`config.mk`:
```
export PLATFORM = sky130hd
export DESIGN_NAME = weighted_roulette_selector
export DESIGN_NICKNAME = d
export VERILOG_FILES = /design/src/wrs_pkg.sv /design/src/wrs_cell.sv /design/src/weighted_roulette_selector.sv
export SDC_FILE = /design/constraint.sdc
export NUM_CORES = 1
export LEC_CHECK = 0
export BUFFER_PORTS_ARGS = -buffer_cell sky130_fd_sc_hd__buf_2
export CORE_ASPECT_RATIO = 1.5
export CORE_MARGIN = 1.5
export CORE_UTILIZATION = 35
export DETAILED_ROUTE_END_ITERATION = 16
export PLACE_DENSITY_LB_ADDON = 0.15
export SLEW_MARGIN = 10
export SYNTH_ARGS = -nofsm -noshare
export SYNTH_HDL_FRONTEND = slang
export SYNTH_SLANG_ARGS = --single-unit
```
`constraint.sdc`:
```
create_clock -name clk_i -period 8.3 [get_ports clk_i]
set_clock_uncertainty 0.1 [all_clocks]
set_input_delay 2.075 -clock clk_i [delete_from_list [all_inputs] [get_ports clk_i]]
set_output_delay 2.075 -clock clk_i [all_outputs]
set_load 0.02 [all_outputs]
```
`src/wrs_pkg.sv`:
```
// Shared types and constants for the weighted roulette selector.
// Used by wrs_cell, weighted_roulette_selector and the testbench; depends on nothing else.
package wrs_pkg;

  // Table depth and fixed-point format of the weights (Q1.FRAC_BITS).
  localparam int MAX_ENTRIES = 8;
  localparam int FRAC_BITS   = 16;

  localparam int IDX_W     = $clog2(MAX_ENTRIES);
  localparam int WEIGHT_W  = FRAC_BITS + 1;
  localparam int FRAC_W    = FRAC_BITS;
  // Wide enough for MAX_ENTRIES weights at full scale.
  localparam int TOTAL_W   = WEIGHT_W + IDX_W;
  localparam int COUNT_W   = 4;
  localparam int CFG_IDX_W = 2;
  localparam int CFG_DATA_W = WEIGHT_W;

  localparam logic [TOTAL_W-1:0] ONE_VALUE = TOTAL_W'(1) << FRAC_BITS;

  typedef enum logic {
    OP_LOAD = 1'b0,
    OP_DRAW = 1'b1
  } op_e;

  typedef enum logic [CFG_IDX_W-1:0] {
    CFG_ENTRY_COUNT  = 2'd0,
    CFG_CORRECT_LAST = 2'd1,
    CFG_TOLERANCE    = 2'd2
  } cfg_idx_e;

  typedef enum logic [3:0] {
    ST_IDLE   = 4'b0001,
    ST_SUM    = 4'b0010,
    ST_MUL    = 4'b0100,
    ST_SEARCH = 4'b1000
  } state_e;

  typedef struct packed {
    logic                operation;
    logic [IDX_W-1:0]    entry_index;
    logic [WEIGHT_W-1:0] weight;
    logic [FRAC_W-1:0]   random_fraction;
  } in_item_t;

  typedef struct packed {
    logic [COUNT_W-1:0] selected_index;
    logic               fell_through;
  } out_item_t;

  // Per-cell control from the sequencer.
  typedef struct packed {
    logic                load;
    logic                active;
    logic [WEIGHT_W-1:0] weight;
  } cell_ctrl_t;

  // What one cell hands to its right-hand neighbor.
  typedef struct packed {
    logic [TOTAL_W-1:0] cum;
    logic               found;
  } cell_link_t;

endpackage

```
`src/wrs_cell.sv`:
```
// One cell of the selector chain: holds one weight entry and its running sum.
// Depends on wrs_pkg.
module wrs_cell
  import wrs_pkg::*;
(
  input  logic               clk_i,
  input  logic               rst_ni,
  input  cell_ctrl_t         ctrl_i,
  input  cell_link_t         link_i,
  input  logic [TOTAL_W-1:0] point_i,
  output cell_link_t         link_o,
  output logic               hit_o
);

  logic [WEIGHT_W-1:0] weight_q;
  logic [TOTAL_W-1:0]  cum_q, cum_d;
  logic                below;

  always_ff @(posedge clk_i) begin
    if (ctrl_i.load) begin
      weight_q <= ctrl_i.weight;
    end
  end

  // The cumulative sum ripples one cell per cycle; entries past the count add nothing.
  assign cum_d = link_i.cum + (ctrl_i.active ? TOTAL_W'(weight_q) : '0);

  always_ff @(posedge clk_i or negedge rst_ni) begin
    if (!rst_ni) begin
      cum_q <= '0;
    end else begin
      cum_q <= cum_d;
    end
  end

  // This cell's interval ends at cum_q; the first cell whose end lies above the point wins.
  assign below       = point_i < cum_q;
  assign hit_o       = below && !link_i.found;
  assign link_o.cum   = cum_q;
  assign link_o.found = link_i.found || below;

endmodule

```
`src/weighted_roulette_selector.sv`:
```
// Top level of the weighted roulette selector: sequencer, configuration and cell chain.
// Depends on wrs_pkg and wrs_cell.
//
// A load item writes one weight into its cell and leaves the sequencer idle. A draw item's
// result is offered once the running sums have rippled through the chain of MAX_ENTRIES
// cells one cell per cycle in the summing state, the multiply state has scaled the fraction
// by the total with a single multiply, and the search state has compared the point in
// every cell and registered the result. A new item is taken only while no draw is at work,
// so the next item is not accepted before the result is offered. A finished result waits in
// the output register and does not block loads or the next draw from starting; a second
// draw whose result finds the register still occupied waits in its last cycle and holds
// off the input.
module weighted_roulette_selector
  import wrs_pkg::*;
(
  input  logic                  clk_i,
  input  logic                  rst_ni,
  input  logic                  in_valid_i,
  output logic                  in_stall_o,
  input  in_item_t              in_data_i,
  output logic                  out_valid_o,
  input  logic                  out_stall_i,
  output out_item_t             out_data_o,
  input  logic                  cfg_we_i,
  input  logic [CFG_IDX_W-1:0]  cfg_index_i,
  input  logic [CFG_DATA_W-1:0] cfg_data_i
);

  state_e state_q, state_d;
  logic [COUNT_W-1:0]  entry_count_q;
  logic                correct_last_q;
  logic [WEIGHT_W-1:0] tolerance_q;
  logic [IDX_W-1:0]    cnt_q, cnt_d;
  logic [FRAC_W-1:0]   frac_q;
  logic [TOTAL_W-1:0]  point_q, point_d;
  logic                append_q, append_d;
  logic                out_valid_q, out_valid_d;
  out_item_t           out_q, out_d;

  logic               in_accept;
  logic               out_load;
  logic [COUNT_W-1:0] used_n;
  logic [TOTAL_W-1:0] total, diff;
  logic               over_one;
  logic [FRAC_W+TOTAL_W-1:0] product;
  logic [IDX_W-1:0]   hit_idx;
  logic               any_hit;

  cell_ctrl_t  ctrl  [MAX_ENTRIES];
  cell_link_t  link  [MAX_ENTRIES+1];
  logic [MAX_ENTRIES-1:0] hit;

  assign in_stall_o = (state_q != ST_IDLE);
  assign in_accept  = in_valid_i && !in_stall_o;

  // Configuration registers.
  always_ff @(posedge clk_i or negedge rst_ni) begin
    if (!rst_ni) begin
      entry_count_q  <= COUNT_W'(1);
      correct_last_q <= 1'b1;
      tolerance_q    <= '0;
    end else if (cfg_we_i) begin
      case (cfg_index_i)
        CFG_ENTRY_COUNT:  entry_count_q  <= cfg_data_i[COUNT_W-1:0];
        CFG_CORRECT_LAST: correct_last_q <= cfg_data_i[0];
        CFG_TOLERANCE:    tolerance_q    <= cfg_data_i;
        default: ;
      endcase
    end
  end

  // Entries in use: zero counts as one, larger values saturate at the table depth.
  always_comb begin
    if (entry_count_q == '0) begin
      used_n = COUNT_W'(1);
    end else if (entry_count_q > COUNT_W'(MAX_ENTRIES)) begin
      used_n = COUNT_W'(MAX_ENTRIES);
    end else begin
      used_n = entry_count_q;
    end
  end

  // Cell chain.
  assign link[0].cum   = '0;
  assign link[0].found = 1'b0;

  for (genvar k = 0; k < MAX_ENTRIES; k++) begin : g_cell
    assign ctrl[k].load   = in_accept && (in_data_i.operation == OP_LOAD) &&
                            (in_data_i.entry_index == IDX_W'(k));
    assign ctrl[k].active = COUNT_W'(k) < used_n;
    assign ctrl[k].weight = in_data_i.weight;

    wrs_cell u_cell (
      .clk_i   (clk_i),
      .rst_ni  (rst_ni),
      .ctrl_i  (ctrl[k]),
      .link_i  (link[k]),
      .point_i (point_q),
      .link_o  (link[k+1]),
      .hit_o   (hit[k])
    );
  end

  // Scaling and remainder decision, used in the multiply cycle.
  assign total    = link[MAX_ENTRIES].cum;
  assign over_one = total > ONE_VALUE;
  assign diff     = over_one ? (total - ONE_VALUE) : (ONE_VALUE - total);
  assign product  = frac_q * total;

  always_comb begin
    hit_idx = '0;
    for (int k = 0; k < MAX_ENTRIES; k++) begin
      if (hit[k]) begin
        hit_idx = hit_idx | IDX_W'(k);
      end
    end
  end
  assign any_hit = |hit;

  assign out_load = (state_q == ST_SEARCH) && (!out_valid_q || !out_stall_i);

  always_comb begin
    state_d     = state_q;
    cnt_d       = cnt_q;
    point_d     = point_q;
    append_d    = append_q;
    out_d       = out_q;
    out_valid_d = out_valid_q;
    if (out_valid_q && !out_stall_i) begin
      out_valid_d = 1'b0;
    end
    case (state_q)
      ST_IDLE: begin
        cnt_d = '0;
        if (in_accept && (in_data_i.operation == OP_DRAW)) begin
          state_d = ST_SUM;
        end
      end
      ST_SUM: begin
        cnt_d = cnt_q + IDX_W'(1);
        if (cnt_q == IDX_W'(MAX_ENTRIES - 1)) begin
          state_d = ST_MUL;
        end
      end
      ST_MUL: begin
        point_d  = over_one ? product[FRAC_BITS +: TOTAL_W] : TOTAL_W'(frac_q);
        append_d = correct_last_q && !over_one && (diff > TOTAL_W'(tolerance_q));
        state_d  = ST_SEARCH;
      end
      ST_SEARCH: begin
        if (out_load) begin
          out_valid_d = 1'b1;
          if (any_hit) begin
            out_d.selected_index = COUNT_W'(hit_idx);
            out_d.fell_through   = 1'b0;
          end else if (append_q) begin
            // The remainder entry ends at one and always holds the point.
            out_d.selected_index = used_n;
            out_d.fell_through   = 1'b0;
          end else begin
            out_d.selected_index = used_n - COUNT_W'(1);
            out_d.fell_through   = 1'b1;
          end
          state_d = ST_IDLE;
        end
      end
      default: state_d = ST_IDLE;
    endcase
  end

  always_ff @(posedge clk_i or negedge rst_ni) begin
    if (!rst_ni) begin
      state_q     <= ST_IDLE;
      cnt_q       <= '0;
      out_valid_q <= 1'b0;
    end else begin
      state_q     <= state_d;
      cnt_q       <= cnt_d;
      out_valid_q <= out_valid_d;
    end
  end

  always_ff @(posedge clk_i) begin
    if (in_accept) begin
      frac_q <= in_data_i.random_fraction;
    end
    point_q  <= point_d;
    append_q <= append_d;
    out_q    <= out_d;
  end

  assign out_valid_o = out_valid_q;
  assign out_data_o  = out_q;

  // A draw always starts the summing phase in the next cycle.
  assert property (@(posedge clk_i) disable iff (!rst_ni)
    in_accept && (in_data_i.operation == OP_DRAW) |=> state_q == ST_SUM)
    else $error("draw item did not start the summing phase");

  // The found chain lets at most one cell claim the point.
  assert property (@(posedge clk_i) disable iff (!rst_ni)
    state_q == ST_SEARCH |-> $onehot0(hit))
    else $error("more than one cell claimed the point");

  // A new result only comes out of the search cycle.
  assert property (@(posedge clk_i) disable iff (!rst_ni)
    $rose(out_valid_q) |-> $past(state_q) == ST_SEARCH)
    else $error("result appeared outside the search cycle");

  // With a remainder entry the point lies below one.
  assert property (@(posedge clk_i) disable iff (!rst_ni)
    state_q == ST_SEARCH && append_q |-> point_q < ONE_VALUE)
    else $error("point beyond one while a remainder entry is appended");

endmodule

```
Word-level counts from Yosys, hierarchy flattened
Index checks and enable logic that the tools add are counted.
{"block": "classes", "n_addsub": 11, "mux": 29, "eq_ne": 18, "mul": 1, "bitwise": 1, "n_reduce_logical": 50, "order_cmp": 19}
{"op": "less-than comparator 20 bit", "n": 8}
{"op": "adder 20 bit", "n": 7}
{"op": "two-way mux 17 bit", "n": 8}
{"op": "multiplier 16 x 20 -> 36 bit", "n": 1}
{"op": "two-way mux 4 bit", "n": 6}
{"op": "logical AND 1 bit", "n": 22}
{"op": "> comparator 20 x 17 -> 1 bit", "n": 1}
{"op": "> comparator 20 x 17 -> 1 bit, second input constant", "n": 1}
{"op": "two-way mux 20 bit", "n": 1}
{"op": "subtractor 17 x 20 -> 20 bit, first input constant", "n": 1}
{"op": "subtractor 20 x 17 -> 20 bit, second input constant", "n": 1}
{"op": "less-than comparator 3 x 4 -> 1 bit, first input constant", "n": 4}
{"op": "two-way mux 16 bit", "n": 1}
{"op": "case mux 4 bit (4 select lines)", "n": 1}
{"op": "equality test 3 bit, second input constant", "n": 5}
{"op": "two-way mux 3 bit", "n": 4}
{"op": "zero test 1 bit", "n": 11}
{"op": "less-than comparator 1 x 4 -> 1 bit, first input constant", "n": 2}
{"op": "less-than comparator 2 x 4 -> 1 bit, first input constant", "n": 2}
{"op": "AND reduction 2 bit", "n": 4}
{"op": "OR reduction 8 bit", "n": 1}
{"op": "logical OR 1 bit", "n": 7}
{"op": "equality test 3 x 2 -> 1 bit, second input constant", "n": 2}
{"op": "!= test 2 bit, second input constant", "n": 3}
{"op": "21 further kinds", "n": 25}
{"block": "word_totals", "ff_bits": 368, "output_inout_bits": 7, "inputBits": 61, "elab_cells": 158}

Depth between registers and ports, before layout
{"block": "depth", "depth_word": 11, "mapped_depth": 25}

Cells and area by module
From an unflattened synthesis, not the netlist that was laid out.
{"block": "unflattened", "hier_cells": 3534, "area_unflattened_um2": 34259.1}
{"module": "weighted_roulette_selector", "n_inst": 1, "area_each_um2": 14253.7, "seq_area_each_um2": 2015.7, "cells_per_inst": 1571}
{"module": "wrs_cell (g_cell[1].u_cell ...)", "n_inst": 5, "area_each_um2": 2482.4, "seq_area_each_um2": 1011.0, "cells_per_inst": 244}
{"module": "wrs_cell (g_cell[6].u_cell ...)", "n_inst": 2, "area_each_um2": 2487.4, "seq_area_each_um2": 1011.0, "cells_per_inst": 237}
{"module": "wrs_cell (g_cell[0].u_cell)", "n_inst": 1, "area_each_um2": 2618.8, "seq_area_each_um2": 1011.0, "cells_per_inst": 269}

Least setup slack after synthesis
No wires, ideal clock.
{"block": "synth_timing", "kind": "register -> register", "from": "register g_cell[7].u_cell.cum_q[5]", "to": "register point_q[19], data pin", "stages_incl_launch_ff": 25, "n_path_buf": 2, "setup_time_ps": 266, "slack_ps": 1875, "t_arrival_ps": 6060, "required_time_ps": 7934, "cell_sequence": "dfrtp_1 clkbuf_1 clkbuf_1 nand2_1 fa_1 inv_1 fa_1 inv_1 fa_1 inv_1 fa_1 fa_1 inv_1 fa_1 inv_1 ha_1 and4_1 nand2_1 o21ai_0 nor3_2 o41ai_4 a31oi_2 a21oi_2 xnor2_1 nor2_1"}
{"block": "synth_via", "elab_chain_cells": 1}
{"item": "from (decl)", "line": "wrs_cell.sv:16", "source": "logic [TOTAL_W-1:0] cum_q, cum_d;"}
{"item": "from (signal assigned)", "line": "wrs_cell.sv:32", "source": "cum_q <= cum_d;"}
{"item": "multiplier 16 x 20 -> 36 bit or > comparator 20 x 17 -> 1 bit (tied branches)", "line": "weighted_roulette_selector.sv:108, weighted_roulette_selector.sv:106"}
{"item": "to (signal assigned)", "line": "weighted_roulette_selector.sv:187", "source": "point_q <= point_d;"}
{"item": "to (decl)", "line": "weighted_roulette_selector.sv:35", "source": "logic [TOTAL_W-1:0] point_q, point_d;"}
Several ways; a longest one is shown, not always the timed one.
A chain may end at the register's enable or synchronous reset.

Worst setup path in the final report
{"block": "layout_timing", "from": "register frac_q[3]", "to": "register point_q[16], data pin"}
{"block": "layout_via", "elab_chain_cells": 1}
{"item": "from (decl)", "line": "weighted_roulette_selector.sv:34", "source": "logic [FRAC_W-1:0] frac_q;"}
{"item": "from (signal assigned)", "line": "weighted_roulette_selector.sv:185", "source": "frac_q <= in_data_i.random_fraction;"}
{"item": "multiplier 16 x 20 -> 36 bit", "line": "weighted_roulette_selector.sv:108", "source": "assign product = frac_q * total;"}
Every way passes these cells.

==> results.json <==
{
  "die_y_um": 370,
  "gr-max-usage-layer": "met2",
  "floorplan.io_pins": 68,
  "first_global_vias": 24400,
  "synth.lib_cells_used.distinct": 66,
  "global_route_wire_length_before_repair_um": 135000,
  "slew_limit_fails": 0,
  "routed_wire_length_per_instance_um": 20.0,
  "gr-usage-met2_pct": 39.2,
  "postCtsHoldBufs": 0,
  "worst_hold_path_type": "reg -> reg",
  "synth_top_cell_area_share_pct": 17.1,
  "clock_path_buffers": 3,
  "commonest_cells_after_routing_fill_and_taps_aside": "522 x sky130_fd_sc_hd__inv_1, 397 x sky130_fd_sc_hd__ha_1, 256 x sky130_fd_sc_hd__fa_1, 246 x sky130_fd_sc_hd__nand2_1, 181 x sky130_fd_sc_hd__dfrtp_1",
  "max_cap_viol_count": 0,
  "worst_path_largest_cell_delay_ns": 0.87,
  "grt_setup_unrepaired": "no",
  "mostFrequentLayoutCell": "sky130_fd_sc_hd__inv_1",
  "detailedRoute.firstPassIterationCount": 5,
  "fill_cells": 8801,
  "use_met1_pct": 19.7,
  "syn_to_final_growth_pct": 10.3,
  "synthesis.nets": 3831,
  "synth.ff_latch_count": 362,
  "post_drt_via_cell_ratio": 5.03,
  "synth_seq_area_share_pct": 31.8,
  "synth-main-ff-cell": "sky130_fd_sc_hd__dfrtp_1",
  "min_period_ns": 7.32,
  "postCtsSetupRepairBufs": 0,
  "fmaxAchievable_mhz": 137,
  "synth.avg_cell_area_um2": 10.1,
  "post-route-period-util_pct": 88.2,
  "cts_buf_count": 42,
  "timing.critical_path.arrival_ns": 7.54,
  "numClockSinks": 362,
  "nets": 3893,
  "synth.area.top_cells": "sky130_fd_sc_hd__edfxtp_1 17%, sky130_fd_sc_hd__fa_1 16%, sky130_fd_sc_hd__ha_1 16%",
  "netlist_area_mm2": 0.0313,
  "cts.repair.resized": 0,
  "critical_path_required_ns": 8.52,
  "startpoint_type": "flop",
  "critPathMaxFanout": 21,
  "via_count": 22000,
  "netlist.top_cell.by_area": "sky130_fd_sc_hd__edfxtp_1",
  "worst-setup-path-type": "reg -> reg",
  "cell_at_the_root_of_the_clock_tree": "sky130_fd_sc_hd__clkbuf_16",
  "track_usage_pct": 19.6,
  "weighted_congestion_reported_at_the_end_of_routability_driven_placement": 0.883,
  "critical-path-slowest-cell": "sky130_fd_sc_hd__edfxtp_1",
  "port_buffers": 67,
  "hpwlAfterDp_um": 71000,
  "gr-total-overflow": 0,
  "drc_errors": 0,
  "finalSetupViolations": 0,
  "cts_tree": "done",
  "worstPathCellList": "nand2_1, fa_1, fa_1, fa_1, inv_1, fa_1, fa_1, inv_1, fa_1, inv_1, ha_1, and3_1, a221oi_1, o21ai_0, nor3_2, o41ai_4, a31oi_1, o21bai_1, xnor2_1, nor2_1",
  "drive_above_1_share_pct": 6.82,
  "async_reset_ff_share_pct": 50.8,
  "floorplan.initialDensity_pct": 35.3,
  "antenna_found_initial": 1,
  "antenna_left": 0,
  "setup_tns_after_final_layout_ns": 0,
  "floorplan.core_area_mm2": 0.0889,
  "clock_insertion_delay_worst_skew_ns": 0.61,
  "tightest_slew_ns": 1.10,
  "yosysWarningCount": 0,
  "synth-edff-count": 178,
  "outcome": "complete, no violations",
  "grtUsageMet3_pct": 1.98,
  "library_cell_appearing_most_often_on_the_critical_path": "sky130_fd_sc_hd__fa_1",
  "row_count": 134,
  "detail_route.wirelength_um": 87500,
  "timing.max_slew.rel_slack_pct": 26.5,
  "h-tree-depth": 2,
  "diodes": 0,
  "worstSetupEndpointType": "flop",
  "detail_route.iter0.violations": 864,
  "die_width_um": 247,
  "floorplan.die_area_mm2": 0.0914,
  "synthesis.instances": 3117,
  "grt_start_max_net_pins": 68,
  "cts.clk_slew.worst_paths_ns": 0.06,
  "report.final.hold_viol_count": 0
}
[final cells by class]
cell class / instances / area (um2) / area share, %
Clock buffer: 52 / 1130 / 3.27
Clock inverter: 26 / 334 / 0.966
Inverter: 522 / 1960 / 5.67
Multi-Input combinational cell: 2152 / 19200 / 55.4
Sequential cell: 362 / 9950 / 28.8
Tap cell: 1156 / 1450 / 4.18
Timing Repair Buffer: 99 / 586 / 1.69
[synthesized netlist by cell type, drive strengths merged (10+ instances only)]
library cell,number
nand3,37
o21a,26
nor2,113
inv,522
and2,172
or3,13
xnor2,114
nand2,246
nor4,11
o21bai,10
o31ai,10
o211ai,12
and3,15
edfxtp,178
nor2b,142
a21o,74
nand4,16
dfrtp,181
ha,397
fa,256
nor3,37
a211oi,27
a31oi,14
o21ai,91
a21oi,140
mux2,22
nand2b,28
xor2,27
clkbuf,81
[worst max-delay path: cells and delay by family, from the launching register on]
family	cells	cell delay (ns)
DFF	1	0.87
buffers and inverters	3	0.16
adders and majority gates	7	3.41
AOI/OAI and AO/OA	5	1.35
and+or+nand+nor	4	1.01
xor gates and xnor gates	1	0.15
[worst paths after layout]
path                                          startpoint                          to  slack (ns)  cells past startpoint
max                                            frac_q[3]                 point_q[16]        0.98                     20
min                        g_cell[0].u_cell.weight_q[14]  g_cell[0].u_cell.cum_q[14]        0.36                      1
max reg2reg                                    frac_q[3]                 point_q[16]        0.98                     20
min reg2reg                g_cell[0].u_cell.weight_q[14]  g_cell[0].u_cell.cum_q[14]        0.36                      1
max in group asynchronous                         rst_ni              tolerance_q[2]        5.40                      2
min in group asynchronous                         rst_ni  g_cell[1].u_cell.cum_q[17]        1.37                      1
[state kept, by name (all words and copies together), names as in the netlist]
| signal | count |
|---|---|
| g_cell.u_cell.cum_q | 154 |
| g_cell.u_cell.weight_q | 136 |
| point_q | 20 |
| tolerance_q | 17 |
| frac_q | 16 |
| out_data_o | 5 |
| entry_count_q | 4 |
| state_q | 4 |
| cnt_q | 3 |
| append_q | 1 |
| correct_last_q | 1 |
| out_valid_o | 1 |
[layer usage]
metal | up-vias | routed length, um | part of all wire (%)
met5 | - | 0 | 0
met4 | 0 | 4560 | 5.2
met3 | 188 | 2020 | 2.3
met2 | 337 | 49500 | 57
met1 | 11000 | 31400 | 36
li1 | 10400 | - | -
[stage by stage]
stage / cell area (um2) / setup slack [ns] / cells / util [%] / hold slack (ns)
finish: 34600 / 0.981 / 4369 / 38.9 / 0.359
detailed placement: 33100 / 0.984 / 4291 / 37.3 / 0.348
global route: 34600 / 0.698 / 4369 / 38.9 / 0.388
global placement: 33100 / 1.07 / 4291 / 37.3 / 0.343
CTS: 34600 / 0.986 / 4369 / 38.9 / 0.362
floorplan: 31300 / 1.87 / 3117 / - / 0.338
[cells by family after synthesis]
| kind of cell | Yosys count | share of synthesized area (%) |
|---|---|---|
| and+or+nand+nor | 855 | 14.1 |
| xor gates and xnor gates | 141 | 3.94 |
| muxes | 22 | 0.790 |
| AOI/OAI and AO/OA | 481 | 10.0 |
| DFF | 362 | 31.8 |
| buffers and inverters | 603 | 7.22 |
| adders and majority gates | 653 | 32.2 |
Power is left out: the tool's default activity adds up to more than one toggle a clock period on the data nets, which glitch-free logic cannot reach.
